### config.mk
export PLATFORM = sky130hd
export DESIGN_NAME = trr_shape
export DESIGN_NICKNAME = d
export VERILOG_FILES = /design/src/hw/rtl/assert_macros.svh /design/src/hw/rtl/trr_pkg.sv /design/src/hw/rtl/trr_shape.sv
export SDC_FILE = /design/constraint.sdc
export NUM_CORES = 2
export LEC_CHECK = 0
export ABC_AREA = 1
export BUFFER_PORTS_ARGS = -buffer_cell sky130_fd_sc_hd__buf_2
export CAP_MARGIN = 20
export CORE_MARGIN = 2
export CORE_UTILIZATION = 55
export DETAILED_ROUTE_END_ITERATION = 10
export GPL_TIMING_DRIVEN = 0
export PLACE_DENSITY = 0.71
export SYNTH_ARGS = -nofsm -noshare
export SYNTH_HDL_FRONTEND = slang
export SYNTH_SLANG_ARGS = --single-unit
### constraint.sdc
create_clock -name clk -period 7.05 [get_ports clk]
set_input_delay 2.115 -clock clk [delete_from_list [all_inputs] [get_ports clk]]
set_output_delay 2.115 -clock clk [all_outputs]
set_load 0.05 [all_outputs]
### src/hw/rtl/assert_macros.svh
// Assertion macros used by the RTL file that carries checks, trr_queue
`ifndef ASSERT_MACROS_SVH
`define ASSERT_MACROS_SVH

// same-cycle implication, clocked on clk, off while rst is high
`define TRR_ASSERT_IMP(label, ante, cons) \
  label: assert property (@(posedge clk) disable iff (rst) (ante) |-> (cons)) \
    else $error("assertion failed");

// next-cycle implication, clocked on clk, off while rst is high
`define TRR_ASSERT_NXT(label, ante, cons) \
  label: assert property (@(posedge clk) disable iff (rst) (ante) |=> (cons)) \
    else $error("assertion failed");

`endif

### src/hw/rtl/trr_pkg.sv
// Package: widths, register indexes and item types of the reshape index remap
package trr_pkg;

  localparam int COORD_W    = 12;
  localparam int DIM_W      = 13;
  localparam int VALUE_W    = 32;
  localparam int RANK_W     = 2;
  localparam int PLANE_W    = 2 * DIM_W;
  localparam int POS_W      = PLANE_W + COORD_W + 1;
  localparam int COUNT_W    = PLANE_W + DIM_W;
  localparam int CFG_IDX_W  = 3;
  localparam int CFG_DATA_W = DIM_W;

  localparam int MAX_DIM_DEFAULT     = 4096;
  localparam int QUEUE_DEPTH_DEFAULT = 4;

  typedef enum logic [CFG_IDX_W-1:0] {
    REG_TARGET_RANK       = 3'd0,
    REG_TARGET_DIM_FIRST  = 3'd1,
    REG_TARGET_DIM_SECOND = 3'd2,
    REG_TARGET_DIM_THIRD  = 3'd3,
    REG_SOURCE_CHANNELS   = 3'd4,
    REG_SOURCE_ROWS       = 3'd5,
    REG_SOURCE_COLS       = 3'd6
  } reg_index_t;

  localparam logic [RANK_W-1:0] RANK_ONE   = 2'd1;
  localparam logic [RANK_W-1:0] RANK_TWO   = 2'd2;
  localparam logic [RANK_W-1:0] RANK_THREE = 2'd3;

  typedef struct packed {
    logic [COORD_W-1:0] src_channel;
    logic [COORD_W-1:0] src_row;
    logic [COORD_W-1:0] src_col;
    logic [VALUE_W-1:0] element_value;
  } in_item_t;

  typedef struct packed {
    logic [COORD_W-1:0] dst_channel;
    logic [COORD_W-1:0] dst_row;
    logic [COORD_W-1:0] dst_col;
    logic [VALUE_W-1:0] out_value;
    logic               shape_ok;
  } out_item_t;

  typedef struct packed {
    logic [POS_W-1:0]   pos;
    logic [VALUE_W-1:0] value;
  } pos_item_t;

  typedef struct packed {
    logic [PLANE_W-1:0] src_plane;
    logic [DIM_W-1:0]   src_cols;
    logic [PLANE_W-1:0] plane;
    logic [DIM_W-1:0]   tcol;
    logic               zero;
    logic               ok;
  } shape_t;

  typedef struct packed {
    logic full;
    logic empty;
  } queue_status_t;

endpackage

### src/hw/rtl/trr_shape.sv
// Configuration registers and shape values derived from them
module trr_shape import trr_pkg::*; #(
  parameter int MAX_DIM = MAX_DIM_DEFAULT
) (
  input  logic                  clk,
  input  logic                  rst,
  input  logic                  cfg_we,
  input  logic [CFG_IDX_W-1:0]  cfg_index,
  input  logic [CFG_DATA_W-1:0] cfg_wdata,
  output shape_t                shape
);

  logic [RANK_W-1:0] rank;
  logic [DIM_W-1:0]  dim_first;
  logic [DIM_W-1:0]  dim_second;
  logic [DIM_W-1:0]  dim_third;
  logic [DIM_W-1:0]  src_channels;
  logic [DIM_W-1:0]  src_rows;
  logic [DIM_W-1:0]  src_cols;

  logic [DIM_W-1:0]  tch;
  logic [DIM_W-1:0]  trow;
  logic [DIM_W-1:0]  tcol;
  logic              tdims_ok;
  logic              sdims_ok;
  logic              zero;

  logic [PLANE_W-1:0] plane;
  logic [PLANE_W-1:0] src_plane;
  logic [DIM_W-1:0]   tch_q;
  logic [DIM_W-1:0]   sch_q;
  logic [DIM_W-1:0]   tcol_q;
  logic               dims_ok_q;
  logic               zero_q;

  logic [COUNT_W-1:0] tcount;
  logic [COUNT_W-1:0] scount;
  logic               dims_ok_q2;
  logic               zero_q2;

  function automatic logic dim_ok(input logic [DIM_W-1:0] d);
    return (d != '0) && (32'(d) <= 32'(MAX_DIM));
  endfunction

  always_ff @(posedge clk) begin
    if (rst) begin
      rank         <= RANK_THREE;
      dim_first    <= DIM_W'(1);
      dim_second   <= DIM_W'(1);
      dim_third    <= DIM_W'(1);
      src_channels <= DIM_W'(1);
      src_rows     <= DIM_W'(1);
      src_cols     <= DIM_W'(1);
    end else if (cfg_we) begin
      case (cfg_index)
        REG_TARGET_RANK:       rank         <= cfg_wdata[RANK_W-1:0];
        REG_TARGET_DIM_FIRST:  dim_first    <= cfg_wdata;
        REG_TARGET_DIM_SECOND: dim_second   <= cfg_wdata;
        REG_TARGET_DIM_THIRD:  dim_third    <= cfg_wdata;
        REG_SOURCE_CHANNELS:   src_channels <= cfg_wdata;
        REG_SOURCE_ROWS:       src_rows     <= cfg_wdata;
        REG_SOURCE_COLS:       src_cols     <= cfg_wdata;
        default: ;
      endcase
    end
  end

  always_comb begin
    case (rank)
      RANK_THREE: begin
        tch      = dim_first;
        trow     = dim_second;
        tcol     = dim_third;
        tdims_ok = dim_ok(dim_first) && dim_ok(dim_second) && dim_ok(dim_third);
      end
      RANK_TWO: begin
        tch      = DIM_W'(1);
        trow     = dim_first;
        tcol     = dim_second;
        tdims_ok = dim_ok(dim_first) && dim_ok(dim_second);
      end
      RANK_ONE: begin
        tch      = DIM_W'(1);
        trow     = dim_first;
        tcol     = DIM_W'(1);
        tdims_ok = dim_ok(dim_first);
      end
      default: begin
        tch      = '0;
        trow     = '0;
        tcol     = '0;
        tdims_ok = 1'b0;
      end
    endcase
    sdims_ok = dim_ok(src_channels) && dim_ok(src_rows) && dim_ok(src_cols);
    zero     = (trow == '0) || (tcol == '0);
  end

  always_ff @(posedge clk) begin
    plane      <= trow * tcol;
    src_plane  <= src_rows * src_cols;
    tch_q      <= tch;
    sch_q      <= src_channels;
    tcol_q     <= tcol;
    dims_ok_q  <= tdims_ok && sdims_ok;
    zero_q     <= zero;
    tcount     <= tch_q * plane;
    scount     <= sch_q * src_plane;
    dims_ok_q2 <= dims_ok_q;
    zero_q2    <= zero_q;
  end

  assign shape.src_plane = src_plane;
  assign shape.src_cols  = src_cols;
  assign shape.plane     = plane;
  assign shape.tcol      = tcol_q;
  assign shape.zero      = zero_q;
  assign shape.ok        = dims_ok_q2 && !zero_q2 && (tcount == scount);

endmodule

Word-level counts from Yosys, hierarchy flattened

Index checks and enable logic that the tools add are counted.

Register bits: 253
Bits of input ports: 19

Multiply operators: 4
Order comparisons: 6
Eq/ne operators: 10
Multiplexer cells: 4
Reductions and logical operators: 32

Operators with widths:

| cell                 | number |
|---|---|
| $le 13x13->1 const B | 6 |
| $mul 13x26->39       | 2 |
| $reduce_bool 13->1   | 6 |
| $mul 13x13->26       | 2 |
| $pmux 13 s2          | 2 |
| $eq 39x39->1         | 1 |
| $pmux 13 s3          | 1 |
| $logic_not 13->1     | 2 |
| $reduce_and 2->1     | 7 |
| $logic_and 1x1->1    | 13 |
| $eq 3x3->1 const B   | 3 |
| $eq 3x2->1 const B   | 2 |
| $eq 2x2->1 const B   | 2 |
| $eq 3x1->1 const B   | 1 |
| $logic_not 3->1      | 1 |
| $pmux 1 s3           | 1 |
| $eq 2x1->1 const B   | 1 |
| $reduce_or 2->1      | 1 |
| $logic_not 1->1      | 1 |
| $logic_or 1x1->1     | 1 |

Longest topological paths before layout

Depth in word-level cells: 6
Depth in mapped cells: 29

Worst setup path after synthesis

OpenSTA, ideal clock, no wires.

Path kind: reg-to-reg
Start: register rank[0]
End: register plane[16]
Arrival time: 5.085 ns
Required time: 6.930 ns
Path slack: 1.845 ns
Cell stages (with the launch flop): 25
Path buffers: 3
Period minus slack after synthesis: 5.205 ns
Path through: dfxtp_1 -> inv_1 -> ha_1 -> buf_4 -> inv_2 -> buf_6 -> nand2_1 -> inv_1 -> buf_4 -> nand2_1 -> fa_1 -> fa_1 -> fa_1 -> inv_1 -> fa_1 -> inv_1 -> fa_1 -> inv_1 -> ha_1 -> a21oi_1 -> o21ai_0 -> a21o_1 -> nand2_1 -> nand2_1 -> xor2_1

Elaborated cells between the ends (all ways): 7
Classes of those cells: mul: 1; eq/ne: 3; mux: 2; reduce/logical: 1

RTL lines:

| what                                            | line             | source |
|---|---|---|
| from (decl)                                     | trr_shape.sv:13  | `logic [RANK_W-1:0] rank;` |
| from (signal assigned)                          | trr_shape.sv:56  | `REG_TARGET_RANK: rank <= cfg_wdata[RANK_W-1:0];` |
| $eq 2x1->1 / $eq 2x2->1 (equally long branches) | trr_shape.sv:69  | `case (rank)` |
| $pmux 13 s3 *                                   | trr_shape.sv:69  |  |
| named net tcol[4]                               | trr_shape.sv:23  | `logic [DIM_W-1:0] tcol;` |
| $mul 13x13->26 *                                | trr_shape.sv:100 | `plane <= trow * tcol;` |
| to (signal assigned)                            | trr_shape.sv:100 |  |
| to (decl)                                       | trr_shape.sv:28  | `logic [PLANE_W-1:0] plane;` |

The timed path passes the listed nets; every way through them passes the cells marked *.
A chain may end at the register's enable or synchronous reset.

Worst setup path in the final report

Start: register sch_q[7]
End: register scount[38]

Longest elaborated chain between the ends: 1

Ends and longest elaborated chain:

| what                   | line             | source |
|---|---|---|
| from (decl)            | trr_shape.sv:31  | `logic [DIM_W-1:0] sch_q;` |
| from (signal assigned) | trr_shape.sv:103 | `sch_q <= src_channels;` |
| $mul 13x26->39         | trr_shape.sv:108 | `scount <= sch_q * src_plane;` |
| to (signal assigned)   | trr_shape.sv:108 |  |
| to (decl)              | trr_shape.sv:37  | `logic [COUNT_W-1:0] scount;` |

Every way passes these cells.

==> metrics.txt <==
# TYPE chip_impl_metric gauge
chip_impl_info{name="outcome",value="complete, no violations"} 1
chip_impl_metric{name="fin_ws",unit="ps"} 980.9
chip_impl_metric{name="total_power",unit="mW"} 4.210
chip_impl_metric{name="max_stage_delay",unit="ps"} 730
chip_impl_metric{name="syn2layout_area_growth",unit="%"} 6.376
chip_impl_metric{name="floorplan.die.width",unit="µm"} 279.8
chip_impl_metric{name="floorplan.rows",unit=""} 101
chip_impl_metric{name="worst_setup_hold_path_clk_slew",unit="ps"} 60
chip_impl_metric{name="setup_viol_count_final",unit=""} 0
chip_impl_metric{name="core_region_area",unit="mm²"} 0.07557
chip_impl_metric{name="maxSlewViolCount",unit=""} 0
chip_impl_info{name="layout.cells.most_common",value="sky130_fd_sc_hd__inv_1"} 1
chip_impl_metric{name="place_ws",unit="ps"} 1068
chip_impl_metric{name="route.detailed.vias_per_inst",unit=""} 5.245
chip_impl_metric{name="post_synth_num_cell_types",unit=""} 45
chip_impl_info{name="kind_of_capture_point_of_the_worst_setup_path",value="register"} 1
chip_impl_metric{name="groute.usage.overall",unit="%"} 30.61
chip_impl_info{name="cpLargestDelayFamily",value="adder cells"} 1
chip_impl_metric{name="final.setup.tns",unit="ps"} 0
chip_impl_metric{name="post-cts-setup-buffers",unit=""} 0
chip_impl_metric{name="start_util",unit="%"} 55.36
chip_impl_metric{name="pre_antenna_drt_iters",unit=""} 5
chip_impl_metric{name="cap_violations",unit=""} 0
chip_impl_metric{name="comb_power_share",unit="%"} 25.2
chip_impl_metric{name="synth_area_per_cell",unit="µm²"} 7.498
chip_impl_metric{name="largest_driver_fanout_on_the_critical_path",unit=""} 10
chip_impl_metric{name="wirelength",unit="µm"} 117100
chip_impl_metric{name="grt_antenna_before_repair",unit=""} 3
chip_impl_metric{name="synthArstFlopShare",unit="%"} 0
chip_impl_metric{name="worst_ir_drop_vdd",unit="mV"} 0.2211
chip_impl_metric{name="ys_seq_elements",unit=""} 253
chip_impl_metric{name="total_leakage_power",unit="nW"} 25.07
chip_impl_metric{name="via_count",unit=""} 35171
chip_impl_info{name="root_buffer",value="sky130_fd_sc_hd__clkbuf_16"} 1
chip_impl_metric{name="switching_power",unit="mW"} 1.466
chip_impl_metric{name="design_area",unit="mm²"} 0.04450
chip_impl_metric{name="clock-skew-final",unit="ps"} 16.83
chip_impl_metric{name="power-per-cell-area",unit="mW/mm²"} 94.59
chip_impl_metric{name="required",unit="ps"} 7490
chip_impl_metric{name="power_report.internal_total",unit="mW"} 2.744
chip_impl_metric{name="cts.sinks",unit=""} 253
chip_impl_metric{name="die_height",unit="µm"} 279.8
chip_impl_metric{name="max_slew.worst_pin.slew",unit="ps"} 986.5
chip_impl_metric{name="syn_area",unit="mm²"} 0.04184
chip_impl_metric{name="clock_tree.buffer_depth",unit=""} 3
chip_impl_metric{name="latest_clock_arrival_within_the_worst_skew_pair",unit="ps"} 570
chip_impl_metric{name="detailed_place_hpwl",unit="µm"} 96350
chip_impl_metric{name="drtAntennaViolNets",unit=""} 0
chip_impl_metric{name="finalHoldViolCount",unit=""} 0
chip_impl_info{name="hold_class",value="reg -> reg"} 1
chip_impl_metric{name="top_level_ports",unit=""} 99
chip_impl_metric{name="timing.fmax",unit="GHz"} 0.1648
chip_impl_metric{name="cts_hold_buf",unit=""} 0
chip_impl_metric{name="htree_levels",unit=""} 1
chip_impl_metric{name="synth_edf_count",unit=""} 0
chip_impl_info{name="most_used_flip_flop_cell_after_synthesis",value="sky130_fd_sc_hd__dfxtp_1"} 1
chip_impl_metric{name="grt_pass1_wl",unit="µm"} 187600
chip_impl_info{name="final_cell_mix",value="sky130_fd_sc_hd__inv_1, sky130_fd_sc_hd__nand2_1, sky130_fd_sc_hd__fa_1"} 1
chip_impl_metric{name="yosys_synthesis_warning_count",unit=""} 0
chip_impl_metric{name="placed_area",unit="mm²"} 0.04355
chip_impl_metric{name="postSynthCellCount",unit=""} 5580
chip_impl_metric{name="arrival",unit="ps"} 6510
chip_impl_info{name="criticalPathCategory",value="reg -> reg"} 1
chip_impl_metric{name="detail_route.wl_per_cell",unit="µm"} 17.46
chip_impl_metric{name="netSwitchingFraction",unit="%"} 34.82
chip_impl_metric{name="numPortBuffers",unit=""} 98
chip_impl_metric{name="power.share.sequential",unit="%"} 38.9
chip_impl_info{name="cp-start-kind",value="register"} 1
chip_impl_metric{name="post_route_minimum_period",unit="ps"} 6069
chip_impl_metric{name="first_global_vias",unit=""} 35516
chip_impl_metric{name="dieArea",unit="mm²"} 0.07829
chip_impl_info{name="worst_path_max_delay_cell",value="sky130_fd_sc_hd__clkbuf_1"} 1
chip_impl_metric{name="drive_gt1_share",unit="%"} 3.563
chip_impl_metric{name="overflow",unit=""} 0
chip_impl_info{name="path_common_cell",value="sky130_fd_sc_hd__nand2_1"} 1
chip_impl_metric{name="fin_nets",unit=""} 6811
chip_impl_metric{name="crit_buf_inv",unit=""} 6
chip_impl_metric{name="route.detailed.drc",unit=""} 0
chip_impl_metric{name="detailed_route_iter0_violations",unit=""} 2992
chip_impl_metric{name="ctsResizeCount",unit=""} 0
chip_impl_metric{name="synth_seq_area_share",unit="%"} 12.11
chip_impl_metric{name="gp_congestion",unit=""} 0.9637
chip_impl_metric{name="clock_power_share",unit="%"} 35.9
chip_impl_metric{name="min_period_over_period",unit="%"} 86.09
chip_impl_metric{name="numCtsBuffers",unit=""} 28
chip_impl_metric{name="finalHoldWorstSlack",unit="ps"} 327.9
chip_impl_info{name="rsz_0062_raised_after_global_routing",value="no"} 1
chip_impl_metric{name="synth_nets",unit=""} 6683
chip_impl_info{name="tritoncts_clock_tree",value="yes"} 1
chip_impl_metric{name="slew_headroom",unit="%"} 34.24
chip_impl_info{name="cp_cell_sequence",value="clkbuf_1 -> clkbuf_1 -> nand2_1 -> fa_1 -> inv_1 -> fa_1 -> fa_1 -> fa_1 -> inv_1 -> fa_1 -> inv_1 -> ha_1 -> nand2_1 -> nor2_1 -> inv_1 -> nor3_1 -> nand2_1 -> nand2_1 -> nand2_1 -> nand3_1 -> nand2_1"} 1
chip_impl_metric{name="grt_start_max_net_pins",unit=""} 15
worst register-to-register path, cell delays in order, from the launching register on:
cell	delay [ps]
sky130_fd_sc_hd__dfxtp_1	310
sky130_fd_sc_hd__clkbuf_1	630
sky130_fd_sc_hd__clkbuf_1	740
sky130_fd_sc_hd__nand2_1	200
sky130_fd_sc_hd__fa_1	560
sky130_fd_sc_hd__inv_1	50
sky130_fd_sc_hd__fa_1	600
sky130_fd_sc_hd__fa_1	450
sky130_fd_sc_hd__fa_1	490
sky130_fd_sc_hd__inv_1	50
sky130_fd_sc_hd__fa_1	470
sky130_fd_sc_hd__inv_1	40
sky130_fd_sc_hd__ha_1	390
sky130_fd_sc_hd__nand2_1	120
sky130_fd_sc_hd__nor2_1	140
sky130_fd_sc_hd__inv_1	110
sky130_fd_sc_hd__nor3_1	150
sky130_fd_sc_hd__nand2_1	70
sky130_fd_sc_hd__nand2_1	160
sky130_fd_sc_hd__nand2_1	90
sky130_fd_sc_hd__nand3_1	70
sky130_fd_sc_hd__nand2_1	80
metal layers:
layer	vias up	part of all wire [%]	track usage, %
met5	-	0.011	0
met4	2	5.0	12.78
met3	332	8.6	4.070
met2	1550	45	49.40
met1	16983	41	41.74
li1	16304	-	-
final cells by class:
cell class | instances | area (µm²)
sequential | 253 | 5065
multi-input combinational | 3592 | 30190
clock inverter | 11 | 152.6
buffer | 192 | 783.3
antenna | 2 | 5.005
clock buffer | 37 | 795.8
tap | 978 | 1224
timing repair buffer | 98 | 490.5
inverter | 1543 | 5797
fill | 7101 | 31070
synth_stat cells, types with 19 or more instances:
library cell	count	area (µm²)
sky130_fd_sc_hd__inv_1	1525	5724
sky130_fd_sc_hd__nand2_1	1515	5687
sky130_fd_sc_hd__fa_1	770	15410
sky130_fd_sc_hd__nor2_1	360	1351
sky130_fd_sc_hd__ha_1	314	3929
sky130_fd_sc_hd__dfxtp_1	253	5065
sky130_fd_sc_hd__a21oi_1	161	805.8
sky130_fd_sc_hd__clkbuf_1	161	604.3
sky130_fd_sc_hd__o21ai_0	152	760.7
sky130_fd_sc_hd__nand3_1	103	515.5
sky130_fd_sc_hd__xor2_1	58	508.0
sky130_fd_sc_hd__nand4_1	26	162.7
sky130_fd_sc_hd__nor3_1	26	130.1
sky130_fd_sc_hd__o22ai_1	21	131.4
sky130_fd_sc_hd__xnor2_1	19	166.4
stage by stage:
step / cells / utilization (%)
floorplan: 5580 / -
global placement: 6656 / 57.63
detailed placement: 6656 / 57.63
CTS: 6704 / 58.88
global route: 6704 / 58.88
finish: 6706 / 58.89
sequential cells by signal, summed over array words and instances (netlist names), 26 cells and up:
register   count
scount        39
tcount        39
plane         26
src_plane     26
power by group through the flow:
stage | clock network (mW) | registers, mW | logic (mW)
2_1_floorplan | 0 | 1.69 | 0.632
3_3_place_gp | 0 | 1.66 | 1.04
3_5_place_dp | 0 | 1.66 | 1.05
4_1_cts | 1.54 | 1.63 | 1.05
5_1_grt | 1.61 | 1.64 | 1.17
6_report | 1.51 | 1.64 | 1.06
final timing paths:
path,start,to,slack [ps],cells after the start
hold / removal,dims_ok_q,dims_ok_q2,330,0
setup reg to reg,sch_q[7],scount[38],980,21
setup / recovery,sch_q[7],scount[38],980,21
hold reg to reg,dims_ok_q,dims_ok_q2,330,0
cells by family after synthesis:
kind of cell    Yosys count  synth area share [%]
compound gates          374                 5.051
xor+xnor                 77                 1.612
simple gates           2057                 19.27
flops                   253                 12.11
buf+inv                1735                 15.73
fa+ha+maj              1084                 46.24
Note: power is estimated with default switching activity, not from simulation.
