**src/hw/rtl/assert_macros.svh**
```systemverilog
// Assertion macros used by the RTL file that carries checks, trr_queue
`ifndef ASSERT_MACROS_SVH
`define ASSERT_MACROS_SVH

// same-cycle implication, clocked on clk, off while rst is high
`define TRR_ASSERT_IMP(label, ante, cons) \
  label: assert property (@(posedge clk) disable iff (rst) (ante) |-> (cons)) \
    else $error("assertion failed");

// next-cycle implication, clocked on clk, off while rst is high
`define TRR_ASSERT_NXT(label, ante, cons) \
  label: assert property (@(posedge clk) disable iff (rst) (ante) |=> (cons)) \
    else $error("assertion failed");

`endif

```
**src/hw/rtl/trr_pkg.sv**
```systemverilog
// Package: widths, register indexes and item types of the reshape index remap
package trr_pkg;

  localparam int COORD_W    = 12;
  localparam int DIM_W      = 13;
  localparam int VALUE_W    = 32;
  localparam int RANK_W     = 2;
  localparam int PLANE_W    = 2 * DIM_W;
  localparam int POS_W      = PLANE_W + COORD_W + 1;
  localparam int COUNT_W    = PLANE_W + DIM_W;
  localparam int CFG_IDX_W  = 3;
  localparam int CFG_DATA_W = DIM_W;

  localparam int MAX_DIM_DEFAULT     = 4096;
  localparam int QUEUE_DEPTH_DEFAULT = 4;

  typedef enum logic [CFG_IDX_W-1:0] {
    REG_TARGET_RANK       = 3'd0,
    REG_TARGET_DIM_FIRST  = 3'd1,
    REG_TARGET_DIM_SECOND = 3'd2,
    REG_TARGET_DIM_THIRD  = 3'd3,
    REG_SOURCE_CHANNELS   = 3'd4,
    REG_SOURCE_ROWS       = 3'd5,
    REG_SOURCE_COLS       = 3'd6
  } reg_index_t;

  localparam logic [RANK_W-1:0] RANK_ONE   = 2'd1;
  localparam logic [RANK_W-1:0] RANK_TWO   = 2'd2;
  localparam logic [RANK_W-1:0] RANK_THREE = 2'd3;

  typedef struct packed {
    logic [COORD_W-1:0] src_channel;
    logic [COORD_W-1:0] src_row;
    logic [COORD_W-1:0] src_col;
    logic [VALUE_W-1:0] element_value;
  } in_item_t;

  typedef struct packed {
    logic [COORD_W-1:0] dst_channel;
    logic [COORD_W-1:0] dst_row;
    logic [COORD_W-1:0] dst_col;
    logic [VALUE_W-1:0] out_value;
    logic               shape_ok;
  } out_item_t;

  typedef struct packed {
    logic [POS_W-1:0]   pos;
    logic [VALUE_W-1:0] value;
  } pos_item_t;

  typedef struct packed {
    logic [PLANE_W-1:0] src_plane;
    logic [DIM_W-1:0]   src_cols;
    logic [PLANE_W-1:0] plane;
    logic [DIM_W-1:0]   tcol;
    logic               zero;
    logic               ok;
  } shape_t;

  typedef struct packed {
    logic full;
    logic empty;
  } queue_status_t;

endpackage

```
**src/hw/rtl/trr_ifs.sv**
```systemverilog
// Stream interfaces for source elements and remapped elements
interface trr_in_if;
  import trr_pkg::*;
  logic     valid;
  logic     ready;
  in_item_t data;
  modport source (output valid, output data, input ready);
  modport sink (input valid, input data, output ready);
endinterface


```
**src/hw/rtl/trr_front.sv**
```systemverilog
// Front end: accept source elements and form their row-major position
module trr_front import trr_pkg::*; (
  input  logic          clk,
  input  logic          rst,
  trr_in_if.sink        src,
  input  shape_t        shape,
  input  queue_status_t status,
  output logic          push,
  output pos_item_t     push_item
);

  logic     a_valid;
  in_item_t a_item;

  logic                       b_valid;
  logic [PLANE_W+COORD_W-1:0] b_pa;
  logic [DIM_W+COORD_W-1:0]   b_pb;
  logic [COORD_W-1:0]         b_col;
  logic [VALUE_W-1:0]         b_value;

  logic b_adv;
  logic a_adv;

  assign b_adv     = !b_valid || !status.full;
  assign a_adv     = !a_valid || b_adv;
  assign src.ready = a_adv;
  assign push      = b_valid && !status.full;

  assign push_item.pos   = POS_W'(b_pa) + POS_W'(b_pb) + POS_W'(b_col);
  assign push_item.value = b_value;

  always_ff @(posedge clk) begin
    if (rst) begin
      a_valid <= 1'b0;
      b_valid <= 1'b0;
    end else begin
      if (a_adv) begin
        a_valid <= src.valid;
        a_item  <= src.data;
      end
      if (b_adv) begin
        b_valid <= a_valid;
        b_pa    <= a_item.src_channel * shape.src_plane;
        b_pb    <= a_item.src_row * shape.src_cols;
        b_col   <= a_item.src_col;
        b_value <= a_item.element_value;
      end
    end
  end

endmodule

```
**src/flat_wrapper.sv**
```systemverilog
// flat-port wrapper written by rule: the top's interface ports become plain ports
module trr_front_flat import trr_pkg::*;
  (clk, rst, shape, status, push, push_item, src_valid, src_data, src_ready);
  trr_in_if src_i ();
  input  logic clk;
  input  logic rst;
  input  shape_t shape;
  input  queue_status_t status;
  output logic push;
  output pos_item_t push_item;
  input wire logic [$bits(src_i.valid)-1:0] src_valid;
  input wire logic [$bits(src_i.data)-1:0] src_data;
  output wire logic [$bits(src_i.ready)-1:0] src_ready;
  assign src_i.valid = src_valid;
  assign src_i.data = src_data;
  assign src_ready = src_i.ready;
  trr_front u_core (.clk(clk), .rst(rst), .src(src_i), .shape(shape), .status(status), .push(push), .push_item(push_item));
endmodule
```
**config.mk**
```make
export PLATFORM = sky130hd
export DESIGN_NAME = trr_front_flat
export DESIGN_NICKNAME = d
export VERILOG_FILES = /design/src/hw/rtl/assert_macros.svh /design/src/hw/rtl/trr_pkg.sv /design/src/hw/rtl/trr_ifs.sv /design/src/hw/rtl/trr_front.sv /design/src/flat_wrapper.sv
export SDC_FILE = /design/constraint.sdc
export NUM_CORES = 1
export LEC_CHECK = 0
export ABC_CLOCK_PERIOD_IN_PS = 13250
export CORE_MARGIN = 3
export CORE_UTILIZATION = 50
export DETAILED_ROUTE_END_ITERATION = 8
export DONT_BUFFER_PORTS = 1
export PLACE_DENSITY = 0.75
export SLEW_MARGIN = 40
export SYNTH_ARGS = -nofsm -noshare
export SYNTH_HDL_FRONTEND = slang
export SYNTH_SLANG_ARGS = --single-unit
export TNS_END_PERCENT = 100
```
**constraint.sdc**
```tcl
create_clock -name clk -period 13.25 [get_ports clk]
set_clock_uncertainty 0.05 [all_clocks]
set_input_delay 0.6625 -clock clk [delete_from_list [all_inputs] [get_ports clk]]
set_output_delay 0.6625 -clock clk [all_outputs]
set_load 0.005 [all_outputs]
```
Word-level counts from Yosys, hierarchy flattened
Cells that the tools add are included.
{ "word_totals": {"mem_count": 0, "in_bits": 153, "ram_bits": 0, "reg_bits": 177, "romBits": 0, "latch_bits": 0, "elab_cells": 23} }
{ "classes": {"mux": 0, "n_div": 0, "reduce_logical": 8, "eq_ne": 0, "addsub": 2, "multipliers": 2, "n_lt_le_gt_ge": 0, "bitwise": 1, "shift": 0} }
{ "ops": {"columns": ["op", "count"], "rows": [
  ["38-bit by 25-bit adder with 39-bit output", 1],
  ["39-bit by 12-bit adder with 39-bit output", 1],
  ["12-bit by 26-bit multiplier with 38-bit output", 1],
  ["12-bit by 13-bit multiplier with 25-bit output", 1],
  ["2-bit AND reduction", 2],
  ["1-bit zero test", 3],
  ["1-bit logical OR", 2],
  ["1-bit logical AND", 1],
  ["1-bit inverter", 1]
]} }

Depth between registers and ports, before layout
Gate-level depths: netlist of the first run.
{ "depth": {"word_depth": 4, "depth_mapped": 23, "depth_no_buf": 21} }

Least setup slack after synthesis of the first run
No wires, ideal clock.
{ "synth_path": {"path_type": "input to register", "start": "in status[1] in the netlist's numbering", "end": "reg u_core.b_col[0] (enable)", "slack_ps": 6747, "stages": 1, "arrival_time_ps": 5844, "n_path_buf": 0, "path_cell_list": "a21oi_1"} }
{ "synth_via": {"elab_chain_cells": 3} }
{ "synth_lines": {"columns": ["element", "line_no", "rtl"], "rows": [
  ["start, declared", "flat_wrapper.sv:8", "input queue_status_t status;"],
  ["1-bit zero test", "trr_front.sv:24", "assign b_adv = !b_valid || !status.full;"],
  ["1-bit logical OR", "trr_front.sv:24", null],
  ["2-bit AND reduction (no line)", null, null],
  ["end signal, assigned", "trr_front.sv:45", "b_col <= a_item.src_col;"],
  ["end, declared", "trr_front.sv:18", "logic [COORD_W-1:0] b_col;"]
]} }
Every way passes these cells.
A chain may end at the register's enable or synchronous reset.

Final worst setup path of the first run
{ "layout_path": {"start": "reg u_core.a_item[60] in the netlist's numbering", "end": "reg u_core.b_pa[37] (data pin)"} }
{ "layout_via": {"elab_chain_cells": 1} }
{ "layout_lines": {"columns": ["element", "line_no", "rtl"], "rows": [
  ["start, declared", "trr_front.sv:13", "in_item_t a_item;"],
  ["start signal, assigned", "trr_front.sv:39", "a_item <= src.data;"],
  ["12-bit by 26-bit multiplier with 38-bit output", "trr_front.sv:43", "b_pa <= a_item.src_channel * shape.src_plane;"],
  ["end signal, assigned", "trr_front.sv:43", null],
  ["end, declared", "trr_front.sv:16", "logic [PLANE_W+COORD_W-1:0] b_pa;"]
]} }
Every way passes these cells.

==> metrics, run 1 <==
Avg Vias per Cell=5.365; HP Class=input pin to flip-flop; most frequent cells in the layout=437 x inv_1, 363 x fa_1, 353 x nand2_1; worst skew pair latency=0.46 ns; initial core utilization=51.18%; Mapped Area=0.02171 mm²; register area=0.005295 mm²; Root Buffer Master=clkbuf_16; synthesized flop and latch total=177; top-level I/O count=226; half-perimeter wire length after placement=38820 µm; die width=214.4 µm; vias in the first global route=15.76k; Fin Hold WS=0.2251 ns; global-route wire length before repair=80940 µm; DRT Pass-1 Iters=5; crit path from=u_core.a_item[60]$_DFFE_PP_; TritonCTS Buffers=17; Worst EP required=13.41 ns; routed len/inst=17.99 µm; final hold violation count=0; Net count, final=2782; CP endpoint kind=flip-flop; Synth top area share=33.48%; H-Tree Level Count=4; period utilization=49.68%; Setup crit end=u_core.b_pa[37]$_DFFE_PP_; number of synthesized flops with an enable pin=175; Iter 0 DRT Violations=846; largest net degree at the start of global routing=69; share of post-route cells with drive strength above 1=3.283%; Crit Path Max Fanout=16; num rows=75; post-synthesis average cell area=10.14 µm²; CP Class=flip-flop to flip-flop; LEAKAGE=10.96 nW; Top FF cell, synth=edfxtp_1; Worst Reg-to-Reg Cells=20; routed via count=14.38k; core area=0.04242 mm²; yosys warns=0; final setup fails=0; DRC=0; final wirelength=48240 µm; RSZ-0062 raised after global routing=false; CTS tree=yes; total die area=0.04595 mm²; Clock Tree Buf Depth=2; Sinks on Clock Net=177; R2R setup slack=6.67 ns; Remaining Overflow, GRT=0; GP Congestion=0.8698; Critical Path Source Type=flip-flop; area grow syn2layout=5.770%; commonest non-fill, non-tap cell in the layout=inv_1; Power Density=272.8 mW/mm²; Mapped Cells=2140; max cap viols=0; worst reg2reg endpoint=u_core.b_pa[37]$_DFFE_PP_; Final Power=0.006263 W; Clock Pin Slew Worst Setup and Hold Paths=0.09 ns; Peak VDD IR=0.0002293 V; Multi-input gate area=0.01447 mm²; outcome=complete, no violations; Post-synth ARST share=0%; Filler cells=3654; largest cells by area after synthesis=fa_1 33%, edfxtp_1 24%, ha_1 10%, inv_1 7.6%, nand2_1 6.1%; Antenna Violating Nets Remaining=0; Period minus WS final=6.582 ns; Synthesized Nets=2833; Critical Path AT=6.74 ns; RR Startpoint=u_core.a_item[60]$_DFFE_PP_; achievable frequency=0.1519 GHz; Core Util, Final=54.13%; Synth cell types=58; post-synthesis sequential area ratio=24.39%; setup TNS=0 ns; worst-case headroom to the max-slew limit=46.58%; initial antenna violation count=2; Post CTS Setup Buffer Count=0; Worst Max-Slew Pin Slew=0.8013 ns; Resized Gates After CTS=0; Total GRT Usage=21.93%; die height=214.4 µm; Post-CTS Hold Buffers=0; # port buffers=0; Synth area leader=fa_1; max-slew violation count=0
==> area by class of cell <==
class,instances,share of cell area [%]
Inverter,437,7.144
Timing Repair Buffer,17,0.8174
Antenna cell,2,0.02180
Tap cell,577,3.144
Clock buffer,17,1.853
Sequential cell,177,23.06
Multi-Input combinational cell,1439,63.02
Clock inverter,15,0.9373
==> through the flow <==
stage / setup slack (ns) / cells / instance area, µm²
6_report: 6.668 / 2681 / 22960
5_1_grt: 6.451 / 2681 / 22960
4_1_cts: 6.718 / 2679 / 22950
3_5_place_dp: 6.756 / 2647 / 22310
2_1_floorplan: 6.747 / 2140 / 21710
3_3_place_gp: 6.608 / 2635 / 22160
==> how the worst min path moves through the flow <==
stage,slack [ns],cells past startpoint,end,startpoint
after global placement,0.35,0,u_core.b_value[6]$_DFFE_PP_,u_core.a_item[6]$_DFFE_PP_
after CTS,0.20,1,u_core.a_valid$_SDFFE_PP0N_,rst
after detailed placement,0.36,0,u_core.b_value[18]$_DFFE_PP_,u_core.a_item[18]$_DFFE_PP_
after global routing,0.20,1,u_core.a_valid$_SDFFE_PP0N_,rst
after floorplan,0.35,0,u_core.b_col[0]$_DFFE_PP_,u_core.a_item[32]$_DFFE_PP_
final,0.23,1,u_core.a_valid$_SDFFE_PP0N_,rst
==> state kept, by name, indices dropped and copies added, names as in the netlist <==
| register | flops |
|---|---|
| u_core.a_item | 68 |
| u_core.b_pa | 38 |
| u_core.b_col | 12 |
| u_core.b_pb | 25 |
| u_core.b_value | 32 |
| u_core.b_valid | 1 |
| u_core.a_valid | 1 |
==> critical path: stages, from the launching register on <==
cell and delay [ns]:
edfxtp_1 0.70, buf_6 0.27, nand2_1 0.11, fa_1 0.50, fa_1 0.51, fa_1 0.55, inv_1 0.05, fa_1 0.48
inv_1 0.05, fa_1 0.47, inv_1 0.04, ha_1 0.36, and2_1 0.17, a221o_1 0.40, o2111ai_2 0.27, a21oi_1 0.13
nor3_2 0.46, o21ai_1 0.24, a41o_1 0.30, a21oi_2 0.15, xnor2_1 0.07
==> logic make-up after synthesis <==
group | after synthesis | synth area share [%]
adders and majority gates | 540 | 43.68
DFF | 177 | 24.39
AOI/OAI and AO/OA | 206 | 6.329
buffers and inverters | 524 | 9.073
and+or+nand+nor | 608 | 13.10
xor gates and xnor gates | 85 | 3.430
==> Yosys cell counts, drive strengths merged (3+ instances only) <==
cell	number
inv	437
fa	363
nand2	353
ha	177
edfxtp	175
and2	150
clkbuf	85
a21oi	72
xnor2	51
a21o	41
xor2	34
nor2	33
o21ai	29
nand3	16
nor2b	11
nor3	10
nand2b	9
a31oi	8
o21a	8
o21bai	8
nand4	7
and3	6
o31ai	6
o211ai	5
a211oi	4
a31o	4
and4	4
a21boi	3
a221oi	3
nor3b	3
==> per-layer routing <==
layer	GRT usage [%]	up-vias	routed length [µm]
li1	-	6527	-
met1	27.72	7340	19320
met2	38.63	434	24930
met3	3.769	82	2773
met4	6.919	0	1215
met5	0	-	0
==> report_power, final <==
part           leakage, nW  switching [W]  internal, W
clock                0.308       0.000273     0.000265
combinational         8.93        0.00279      0.00192
sequential            1.72      0.0000739     0.000940
Note: power is estimated with default switching activity, not from simulation.
==> run 2: changes to the inputs <==
--- a/config.mk
+++ b/config.mk
@@ -5,7 +5,7 @@
 export SDC_FILE = /design/constraint.sdc
 export NUM_CORES = 1
 export LEC_CHECK = 0
-export ABC_CLOCK_PERIOD_IN_PS = 13250
+export ABC_CLOCK_PERIOD_IN_PS = 6500
 export CORE_MARGIN = 3
 export CORE_UTILIZATION = 50
 export DETAILED_ROUTE_END_ITERATION = 8
==> constraint.sdc (replaced) <==
create_clock -name clk -period 6.5 [get_ports clk]
set_clock_uncertainty 0.05 [all_clocks]
set_input_delay 0.325 -clock clk [delete_from_list [all_inputs] [get_ports clk]]
set_output_delay 0.325 -clock clk [all_outputs]
set_load 0.005 [all_outputs]
==> run 2 against run 1 <==
  * Via count up 2.4%
  * Count of clock-buffer cells in the layout stayed put
  * Maximum frequency up 8.0%
  * Core utilization is 1.9 points higher
  * Final area up 3.5%
  * Routed wire length up 0.81%
  * Register-to-register slack got worse by 6.3 ns
  * Hold slack got worse by 0.19 ns
  * Die area did not move
  * Critical path type unchanged
  * Critical endpoint unchanged
  * Largest power group unchanged
  * Highest routed layer unchanged
==> metrics, run 2 (synthesis results as in run 1) <==
outcome=complete, no violations (unchanged); Avg Vias per Cell=5.323 (was 5.365); TritonCTS Buffers=17 (unchanged); GP Congestion=0.8841 (was 0.8698); Clock Tree Buf Depth=2 (unchanged); die width=214.4 µm (unchanged); grt met2 use=39.54% (was 38.63%); Placement Setup Slack=0.4348 ns (was 6.756 ns); num rows=75 (unchanged); Remaining Overflow, GRT=0 (unchanged); worst-case headroom to the max-slew limit=46.45% (was 46.58%); DRC=0 (unchanged); RSZ-0062 raised after global routing=false (unchanged); Critical Path AT=6.25 ns (was 6.74 ns); Crit Path Max Fanout=15 (was 16); max cap viols=0 (unchanged); final wirelength=48630 µm (was 48240 µm); Net count, final=2868 (was 2782); Antenna Violating Nets Remaining=0 (unchanged); Post CTS Setup Buffer Count=0 (unchanged); die height=214.4 µm (unchanged); Worst EP required=6.65 ns (was 13.41 ns); Core Util, Final=56.04% (was 54.13%); global-route wire length before repair=81480 µm (was 80940 µm); vias in the first global route=16.32k (was 15.76k); setup TNS=0 ns (unchanged); HP Class=input pin to flip-flop (unchanged); Largest register FFs=68 (unchanged); GR Util met1=25.75% (was 27.72%); most frequent cells in the layout=437 x inv_1, 363 x fa_1, 353 x nand2_1 (unchanged); Iter 0 DRT Violations=913 (was 846); CP endpoint kind=flip-flop (unchanged); Period minus WS final=6.095 ns (was 6.582 ns); initial core utilization=51.18% (unchanged); Worst Max-Slew Pin Slew=0.8033 ns (was 0.8013 ns); # port buffers=0 (unchanged); RR Startpoint=u_core.a_item[65]$_DFFE_PP_ (was u_core.a_item[60]$_DFFE_PP_); worst reg2reg endpoint=u_core.b_pa[37]$_DFFE_PP_ (unchanged); Hold Crit Start=shape[41] (was rst); Resized Gates After CTS=0 (unchanged); crit path from=u_core.a_item[65]$_DFFE_PP_ (was u_core.a_item[60]$_DFFE_PP_); Largest Register=u_core.a_item (unchanged); biggest regs=u_core.a_item (68), u_core.b_pa (38), u_core.b_value (32) (unchanged); placed instance area=0.02242 mm² (was 0.02231 mm²); Final Worst Setup Slack=0.4053 ns (was 6.668 ns); Post-CTS Hold Buffers=71 (was 0); area grow syn2layout=9.499% (was 5.770%); final instance area=0.02377 mm² (was 0.02296 mm²); Clock Pin Slew Worst Setup and Hold Paths=0.08 ns (was 0.09 ns); achievable frequency=0.1641 GHz (was 0.1519 GHz); Peak VDD IR=0.0004901 V (was 0.0002293 V); Inst Count DP=2662 (was 2647); core area=0.04242 mm² (unchanged); share of post-route cells with drive strength above 1=3.885% (was 3.283%); routed len/inst=17.57 µm (was 17.99 µm); LEAKAGE=11.33 nW (was 10.96 nW); final hold violation count=0 (unchanged); H-Tree Level Count=4 (unchanged); Critical Path Source Type=flip-flop (unchanged); initial antenna violation count=5 (was 2); largest net degree at the start of global routing=69 (unchanged); Sinks on Clock Net=177 (unchanged); CP Class=flip-flop to flip-flop (unchanged); Total GRT Usage=21.99% (was 21.93%); top-level I/O count=226 (unchanged); worst skew pair latency=0.45 ns (was 0.46 ns); commonest non-fill, non-tap cell in the layout=inv_1 (unchanged); Root Buffer Master=clkbuf_16 (unchanged); M3 GR Usage=4.974% (was 3.769%); Hold Path End=u_core.b_pb[0]$_DFFE_PP_ (was u_core.a_valid$_SDFFE_PP0N_); total die area=0.04595 mm² (unchanged); Power Density=551.7 mW/mm² (was 272.8 mW/mm²); busiest grt layer=met2 (unchanged); post-route insts no fill=2767 (was 2681); half-perimeter wire length after placement=38730 µm (was 38820 µm); max-slew violation count=0 (unchanged); R2R setup slack=0.41 ns (was 6.67 ns); CTS tree=yes (unchanged); DRT Pass-1 Iters=6 (was 5); Worst Hold Depth=1 (unchanged); routed via count=14.73k (was 14.38k); final setup fails=0 (unchanged); Worst Reg-to-Reg Cells=21 (was 20); period utilization=93.76% (was 49.68%)
==> run 2: cell types whose count changed in the layout (fill, tap and decap cells not counted), moves of 2 or more <==
cell / change
dlygate4sd3_1: +71
buf_4: +23
buf_6: -9
buf_12: +4
buf_8: -3
clkinv_4: +2
inv_12: -2
inv_6: -2
inv_8: +2
==> run 2: layout make-up <==
| class | count | area [µm²] |
|---|---|---|
| tap | 577 | 721.9 |
| multi-input combinational | 1439 | 14470 |
| timing repair buffer | 103 | 1005 |
| inverter | 437 | 1640 |
| clock inverter | 15 | 203.9 |
| antenna | 2 | 5.005 |
| sequential | 177 | 5295 |
| fill | 3564 | 18650 |
| clock buffer | 17 | 425.4 |
==> run 2: worst max-delay path by stage <==
stage	end	slack, ns	cells past startpoint
floorplan	u_core.b_col[0]$_DFFE_PP_	0.33	1
global route	u_core.b_pa[37]$_DFFE_PP_	0.14	21
global placement	u_core.b_pa[36]$_DFFE_PP_	0.49	18
finish	u_core.b_pa[37]$_DFFE_PP_	0.41	21
detailed placement	u_core.b_pa[37]$_DFFE_PP_	0.43	21
CTS	u_core.b_pa[37]$_DFFE_PP_	0.41	21
==> run 2: report_power, final <==
part / internal [W] / switching [W] / leakage, nW
Sequential: 0.00192 / 0.000146 / 1.72
Combinational: 0.00418 / 0.00579 / 9.30
Clock: 0.000561 / 0.000514 / 0.306
==> run 2: metrics by stage <==
step	total power (W)	hold WS, ns
finish	0.01311	0.03449
global route	0.01450	0.02034
CTS	0.01318	0.01011
detailed placement	0.01195	0.3483
global placement	0.01166	0.3478
floorplan	0.009369	0.3441
==> run 2: worst max-delay path, stage by stage (launching register included) <==
cell	delay (ns)
edfxtp_1	0.71
nand2_1	0.16
fa_1	0.54
inv_1	0.07
fa_1	0.53
inv_1	0.05
fa_1	0.52
inv_1	0.05
fa_1	0.53
inv_1	0.05
fa_1	0.52
inv_1	0.04
ha_1	0.28
nand3_1	0.18
or4_1	0.44
a21oi_1	0.17
nor3_2	0.06
buf_4	0.16
o21ai_1	0.28
a41o_1	0.24
a21oi_2	0.06
xnor2_1	0.12
==> run 2: layer usage <==
metal  vias to the layer above  wire, µm
met5                         -         0
met4                         0      1480
met3                        93      3148
met2                       463     25350
met1                      7478     18650
li1                       6694         -
